File: src/hdl/afc_pkg.sv
// ============================================================================
// afc_pkg: shared types, codes and colour arithmetic
// Holds the field widths, request codes, register indexes and the mapping
// from a normalised Q0.16 height to an RGB triple.
// ============================================================================
package afc_pkg;

  // Field widths of the channels and of the configuration port.
  localparam int FUNC_W    = 2;
  localparam int COORD_W   = 6;
  localparam int HEIGHT_W  = 16;
  localparam int CHAN_W    = 8;
  localparam int CFG_W     = 7;
  localparam int CFG_IDX_W = 1;

  // Request codes carried in the func field.
  localparam logic [FUNC_W-1:0] FUNC_LOAD      = 2'd0;
  localparam logic [FUNC_W-1:0] FUNC_READ      = 2'd1;
  localparam logic [FUNC_W-1:0] FUNC_NEW_FRAME = 2'd2;

  // Configuration register indexes.
  localparam logic [CFG_IDX_W-1:0] CFG_ROWS = 1'b0;
  localparam logic [CFG_IDX_W-1:0] CFG_COLS = 1'b1;

  // Q0.16 fixed point: sixteen fraction bits, one needs seventeen bits.
  localparam int          Q_BITS = 16;
  localparam logic [16:0] Q_ONE  = 17'h10000;
  localparam logic [16:0] Q_HALF = 17'h08000;

  typedef struct packed {
    logic [CHAN_W-1:0] red;
    logic [CHAN_W-1:0] green;
    logic [CHAN_W-1:0] blue;
  } rgb_t;

  // Control strobes from the sequencer to the cell store.
  typedef struct packed {
    logic wr_en;
    logic rd_en;
    logic clear;
  } afc_mem_ctl_t;

  // floor(255 * x / 65536) for x in [0, 65536].
  function automatic logic [CHAN_W-1:0] scale255(input logic [16:0] x);
    logic [24:0] prod;
    prod = {x, 8'b0} - {8'b0, x};
    return prod[23:16];
  endfunction

  // Blue to green over the lower half, green to red over the upper half.
  function automatic rgb_t colour_map(input logic [16:0] n);
    rgb_t        c;
    logic [16:0] f;
    logic [16:0] fc;
    if (n <= Q_HALF) begin
      f       = {n[15:0], 1'b0};
      fc      = Q_ONE - f;
      c.red   = '0;
      c.green = scale255(f);
      c.blue  = scale255(fc);
    end else begin
      f       = 17'({n, 1'b0} - {1'b0, Q_ONE});
      fc      = Q_ONE - f;
      c.red   = scale255(f);
      c.green = scale255(fc);
      c.blue  = '0;
    end
    return c;
  endfunction

endpackage

File: src/hdl/afc_serial_div.sv
// ============================================================================
// afc_serial_div: bit-serial fraction divider
// Computes floor(num * 2^16 / den) for 0 < num < den, one quotient bit per
// cycle by restoring division, shifting the quotient in from the right.
// ============================================================================
module afc_serial_div import afc_pkg::*; #(
  parameter int W = 16
) (
  input  logic              clk,
  input  logic              rst_n,
  input  logic              start,
  input  logic [W-1:0]      num,
  input  logic [W-1:0]      den,
  output logic              done,
  output logic [Q_BITS-1:0] quot
);

  localparam int                 CW       = $clog2(Q_BITS);
  localparam logic [CW-1:0]      LAST_BIT = CW'(Q_BITS - 1);

  logic [W-1:0]      rem_r;
  logic [W-1:0]      den_r;
  logic [Q_BITS-1:0] quot_r;
  logic [CW-1:0]     bit_r;
  logic              busy_r;
  logic              done_r;
  logic [W:0]        rem2;
  logic              fits;

  // Remainder stays below the divisor, so its double fits in W+1 bits.
  assign rem2 = {rem_r, 1'b0};
  assign fits = rem2 >= {1'b0, den_r};

  // Control: step counter and completion strobe.
  always_ff @(posedge clk) begin
    if (!rst_n) begin
      busy_r <= 1'b0;
      done_r <= 1'b0;
      bit_r  <= '0;
    end else begin
      done_r <= 1'b0;
      if (start) begin
        busy_r <= 1'b1;
        bit_r  <= '0;
      end else if (busy_r) begin
        bit_r <= bit_r + 1'b1;
        if (bit_r == LAST_BIT) begin
          busy_r <= 1'b0;
          done_r <= 1'b1;
        end
      end
    end
  end

  // Datapath: one trial subtraction per cycle.
  always_ff @(posedge clk) begin
    if (start) begin
      rem_r <= num;
      den_r <= den;
    end else if (busy_r) begin
      rem_r  <= fits ? W'(rem2 - {1'b0, den_r}) : W'(rem2);
      quot_r <= {quot_r[Q_BITS-2:0], fits};
    end
  end

  assign done = done_r;
  assign quot = quot_r;

endmodule

File: config.mk
export PLATFORM = sky130hd
export DESIGN_NAME = afc_serial_div
export DESIGN_NICKNAME = d
export VERILOG_FILES = /design/src/hdl/afc_pkg.sv /design/src/hdl/afc_serial_div.sv
export SDC_FILE = /design/constraint.sdc
export NUM_CORES = 1
export LEC_CHECK = 0
export BUFFER_PORTS_ARGS = -buffer_cell sky130_fd_sc_hd__buf_4
export CAP_MARGIN = 30
export CORE_MARGIN = 1
export CORE_UTILIZATION = 55
export CTS_BUF_LIST = sky130_fd_sc_hd__clkbuf_2
export DETAILED_ROUTE_END_ITERATION = 16
export PLACE_DENSITY = 0.78
export SLEW_MARGIN = 10
export SYNTH_ARGS = -nofsm -noshare
export SYNTH_HDL_FRONTEND = slang
export SYNTH_SLANG_ARGS = --single-unit
File: constraint.sdc
create_clock -name clk -period 6.3 [get_ports clk]
set_input_delay 1.26 -clock clk [delete_from_list [all_inputs] [get_ports clk]]
set_output_delay 1.26 -clock clk [all_outputs]
set_load 0.005 [all_outputs]
==> flow_summary.yaml, run 1 <==
outcome:
  status: "finished clean"
sta:
  finalHoldViolations: 0
  max_slew_margin_pct: 44.31
  fin_tns_setup_ns: 0
  layout_min_cycle_time_ns: 3.095
  skew_ns: 0.01944
  rsz0062_at_grt: "no"
  min_period_over_period_pct: 49.12
  tightest_slew_ns: 0.8344
  timing.fmax_mhz: 323.1
  drv_slew: 0
  finalSetupViolCount: 0
floorplan:
  start_util_pct: 57.88
  chipWidth_um: 76.02
  core_area_mm2: 0.005205
  io_pins: 52
  dieArea_mm2: 0.005778
  rows: 26
  chipHeight_um: 76.02
cts:
  cts_resized: 0
  ctsHoldBuffers: 0
  cts_buffers: 5
  numClockSinks: 54
  insertion_delay_ns: 0.46
  htree_levels: 2
  clockBufferDepth: 2
  ctsRootBufferMaster: "clkbuf_2"
  clkTransAtPathRegs_ns: 0.28
  cts_tree: "done"
  cts_setup_buffers: 0
setup_path:
  crit_family: "buffers and inverters"
  critPathMaxFanout: 49
  cp-end-kind: "flip-flop"
  crit_type: "input pin to flip-flop"
  cp_data_arrival_time_ns: 3.22
  worst-path-buf-inv: 2
  r2r_cells: 7
  critPathLaunchType: "input pin"
  crit_cells: 3
  slowest_delay_ns: 0.82
  path_cells: "buf_4 -> clkinv_1 -> nand2_1"
  required_ns: 6.42
  slowest_stage: "nand2_1"
power:
  swShare_pct: 38.09
  power.switching_mw: 0.4056
  seqPwrFrac_pct: 44.5
  leakagePower_nw: 1.371
  pwr_density_cell_mw_per_mm2: 305.5
  power.internal_mw: 0.6592
  clock_power_share_pct: 13.4
  p_comb_share_pct: 42.1
  peakVddDrop_mv: 0.1593
route:
  antenna_left: 0
  drt_first_pass_iters: 4
  drc: 0
  vias: 2241
  via_per_inst: 5.821
  drtIter0Drc: 217
  finalWirelength_mm: 6.138
  wire_per_inst_um: 15.94
synth:
  synth.most_common_cell: "edfxtp_1"
  ys_top_cells_by_area: "edfxtp_1 48%, ha_1 7.1%, dfxtp_1 4.0%, xor2_1 3.2%, a21oi_1 2.7%"
  ys_types: 49
  synth_edf_count: 48
  seq_area_frac_synth_pct: 51.83
  synth-seq-cells: 54
  synth_area_per_cell_um2: 11.37
  syn_nets: 318
  synthesis.area_mm2: 0.003013
  synth_cells: 265
  ys_warn_count: 0
  ys.flop_type: "edfxtp_1"
  synth_common_cells: "48 x edfxtp_1, 21 x nand2_1, 20 x inv_1"
  synth_top_area_share_pct: 47.84
  synthArstFlopShare_pct: 0
  synth_largest_area_cell: "edfxtp_1"
place:
  routabilityCongestion: 0.8346
  dpl.cell_count: 377
  dp_hpwl_mm: 4.329
  port_buffers: 51
cells_and_area:
  layoutNonFillerInstCount: 385
  layout-drive-gt1-share_pct: 23.17
  synthToLayoutAreaGrowth_pct: 15.66
  layout.nets: 367
  antennaDiodeCount: 0
global_route:
  grt_pass1_wl_mm: 10.40
  grt_pass1_vias: 2197
  grt_max_degree: 50
  grt_use_total_pct: 22.85
  grt-ovfl-total: 0
  antenna_found_initial: 0
min_path:
  hold_class: "flip-flop to flip-flop"
  hold_path_depth: 0
run:
  drv_cap: 0
## final timing paths
kind	slack [ns]	end	from
max	3.21	rem_r[5]	start
min	0.50	quot[6]	quot[5]
max reg2reg	3.56	rem_r[15]	rem_r[3]
min reg2reg	0.50	quot[6]	quot[5]
## cell families (layout without fill, tap and decap cells)
group | Yosys count | after routing | share of synthesized area [%]
AND/OR/NAND/NOR | 79 | 79 | 12.96
multiplexers | 3 | 3 | 0.9967
AO/OA/AOI/OAI | 64 | 64 | 17.48
buffers and inverters | 31 | 81 | 4.360
adder cells (fa/ha/maj) | 18 | 18 | 7.724
XOR/XNOR | 16 | 16 | 4.651
flip-flops | 54 | 54 | 51.83
## metrics by stage
step	area [um^2]	worst slack, ns	hold WS [ns]	total power, mW	util (%)
2_1_floorplan	3013	3.549	0.4521	0.8198	-
3_3_place_gp	3431	2.800	0.4316	0.9056	65.91
3_5_place_dp	3438	2.710	0.4384	0.9228	66.06
4_1_cts	3485	3.227	0.4958	1.062	66.95
5_1_grt	3485	3.067	0.5067	1.131	66.95
6_report	3485	3.205	0.4978	1.065	66.95
## sequential cells by signal (all words and copies together), names as in the netlist
register / flops
bit_r: 4
busy_r: 1
den_r: 16
done: 1
quot: 16
rem_r: 16
## area by class of cell
class | count | area, um^2
fillers | 438 | 1720
flip-flops and latches | 54 | 1562
multi-input cells | 180 | 1320
repair buffers | 52 | 390.4
well taps | 70 | 87.58
inverters | 21 | 78.83
clock buffers | 5 | 25.02
clock inverters | 3 | 21.27
## worst reg2reg max path: stages (launching register included)
cell	delay [ns]
edfxtp_1	0.46
ha_1	0.38
nand2_1	0.10
a211o_1	0.34
a211o_1	0.34
a211oi_2	0.31
nor2_2	0.24
a311o_1	0.40
## cell usage in the layout (no fill, tap or decap), types with 4 or more instances in the layout
| cell | count |
|---|---|
| nand2_1 | 21 |
| clkbuf_2 | 5 |
| ha_1 | 17 |
| and2_1 | 9 |
| o21a_1 | 4 |
| dfxtp_1 | 6 |
| o21ai_0 | 6 |
| o31ai_1 | 4 |
| xor2_1 | 11 |
| nand4_1 | 11 |
| nor2_1 | 19 |
| edfxtp_1 | 48 |
| nand2b_1 | 5 |
| xnor2_1 | 5 |
| inv_1 | 20 |
| a21oi_1 | 16 |
| buf_4 | 52 |
| nor3_1 | 5 |
## power groups by stage
stage,sequential [mW],clock (mW),combinational [mW]
finish,0.474,0.142,0.448
global route,0.480,0.158,0.493
CTS,0.474,0.144,0.444
detailed placement,0.482,0,0.441
global placement,0.480,0,0.426
floorplan,0.474,0,0.346
## routing by layer
metal	vias to the layer above	share of wire, %	global-route usage, %
met4	0	1.3	6.538
met2	89	49	38.27
met5	-	0	0
li1	1097	-	-
met1	1048	44	30.79
met3	7	5.4	3.713
(Power assumes the default switching activity.)
==> inputs of run 2 (changes only) <==
==> constraint.sdc (replaced) <==
create_clock -name clk -period 3.2 [get_ports clk]
set_input_delay 0.64 -clock clk [delete_from_list [all_inputs] [get_ports clk]]
set_output_delay 0.64 -clock clk [all_outputs]
set_load 0.005 [all_outputs]
==> run 2 against run 1 <==
- die area unchanged
- via count is 0.36% lower
- global-route usage decreased by 0.75 points
- worst setup slack worse by 2.7 ns
- register-to-register slack worse by 3.1 ns
- clock power is 87% higher
- largest cell class unchanged
- design area about the same
==> flow_summary.yaml, run 2 (same netlist as run 1, synthesis figures left out) <==
place:
  post-place-ws_ns: 0.5418
  dp_hpwl_mm: 4.295
  dpl-instance-area_mm2: 0.003446
  port_buffers: 51
  routabilityCongestion: 0.8444
  dpl.cell_count: 378
power:
  pwr_density_cell_mw_per_mm2: 595.1
  leakagePower_nw: 1.374
  peakVddDrop_mv: 0.3019
  power_mw: 2.075
route:
  vias: 2233
  drt_first_pass_iters: 4
  antenna_left: 0
  finalWirelength_mm: 6.065
  via_per_inst: 5.785
  drtIter0Drc: 177
  wire_per_inst_um: 15.71
  drc: 0
cells_and_area:
  synthToLayoutAreaGrowth_pct: 15.74
  layout.nets: 368
  layout-drive-gt1-share_pct: 23.10
  final_cell_area_mm2: 0.003487
  layoutNonFillerInstCount: 386
  antennaDiodeCount: 0
  fillers: 429
  post-route-util_pct: 67.00
  final_cell_mix: "53 x buf_4, 48 x edfxtp_1, 21 x nand2_1"
  final_common_cell: "buf_4"
min_path:
  hold_path_depth: 1
  hold_class: "input pin to flip-flop"
  holdCritStartpoint: "den[8]"
  hold_end: "den_r[8]"
run:
  drv_cap: 0
cts:
  clkTransAtPathRegs_ns: 0.27
  cts_resized: 0
  clockBufferDepth: 2
  htree_levels: 2
  numClockSinks: 54
  insertion_delay_ns: 0.45
  cts_buffers: 5
  ctsRootBufferMaster: "clkbuf_2"
  cts_tree: "done"
  cts_setup_buffers: 0
  ctsHoldBuffers: 0
global_route:
  grt_pass1_wl_mm: 10.13
  grt-ovfl-total: 0
  antenna_found_initial: 0
  grt_use_total_pct: 22.10
  grt_pass1_vias: 2222
  grt_max_degree: 50
outcome:
  status: "finished clean"
setup_path:
  r2r_end: "rem_r[15]"
  critPathMaxFanout: 14
  crit_type: "flip-flop to flip-flop"
  cp_data_arrival_time_ns: 2.96
  critPathLaunchType: "flip-flop"
  r2r_slack_ns: 0.49
  cp-end-kind: "flip-flop"
  r2r_cells: 7
  required_ns: 3.44
  r2r_start: "rem_r[2]"
sta:
  timing.fmax_mhz: 368.7
  max_slew_margin_pct: 43.39
  setup_slack_ns: 0.4879
  finalSetupViolCount: 0
  tightest_slew_ns: 0.8483
  layout_min_cycle_time_ns: 2.712
  drv_slew: 0
  min_period_over_period_pct: 84.75
  rsz0062_at_grt: "no"
  finalHoldViolations: 0
  fin_tns_setup_ns: 0
  timing.hold.ws_ns: 0.3370
  skew_ns: 0.01610
floorplan:
  rows: 26
  dieArea_mm2: 0.005778
  start_util_pct: 57.88
  io_pins: 52
  core_area_mm2: 0.005205
  chipHeight_um: 76.02
  chipWidth_um: 76.02
## run 2: cell types whose count changed in the layout (fill, tap and decap cells not counted)
| cell | before | now |
|---|---|---|
| clkinv_4 | 2 | 1 |
| clkinv_1 | 2 | 3 |
| buf_4 | 52 | 53 |
## run 2: cell type report
class / count / area, um^2 / share of cell area [%]
repair buffers: 53 / 397.9 / 11.41
well taps: 70 / 87.58 / 2.512
multi-input cells: 180 / 1320 / 37.85
clock inverters: 3 / 16.27 / 0.4665
clock buffers: 5 / 25.02 / 0.7176
flip-flops and latches: 54 / 1562 / 44.78
inverters: 21 / 78.83 / 2.260
## run 2: how the worst max path moves through the flow
stage                   from   endpoint  slack (ns)  depth (start not counted)
global route        rem_r[2]  rem_r[15]        0.36                          7
finish              rem_r[2]  rem_r[15]        0.49                          7
CTS                 rem_r[2]  rem_r[15]        0.50                          7
global placement    rem_r[3]  rem_r[15]        0.62                          7
floorplan           rem_r[3]  rem_r[12]        0.76                          8
detailed placement  rem_r[2]  rem_r[15]        0.54                          7
## run 2: power by group
part	leakage, nW	internal (mW)	switching (mW)
Sequential	0.517	0.883	0.0490
Combinational	0.829	0.361	0.516
Clock	0.0280	0.0509	0.215
Total	1.37	1.29	0.780
## run 2: critical path, cell delays in order (launching register included)
cell,delay [ns]
edfxtp_1,0.46
ha_1,0.37
nand2_1,0.09
a211o_1,0.32
a211o_1,0.34
a211oi_2,0.31
nor2_2,0.24
a311o_1,0.39
## run 2: metal layers
| layer | share of wire [%] | global-route usage, % | up-vias | wire [um] |
|---|---|---|---|---|
| met5 | 0 | 0 | - | 0 |
| met1 | 45 | 29.23 | 1047 | 2707 |
| li1 | - | - | 1094 | - |
| met4 | 1.5 | 7.115 | 0 | 92 |
| met3 | 6.2 | 3.593 | 12 | 374 |
| met2 | 48 | 37.27 | 80 | 2890 |
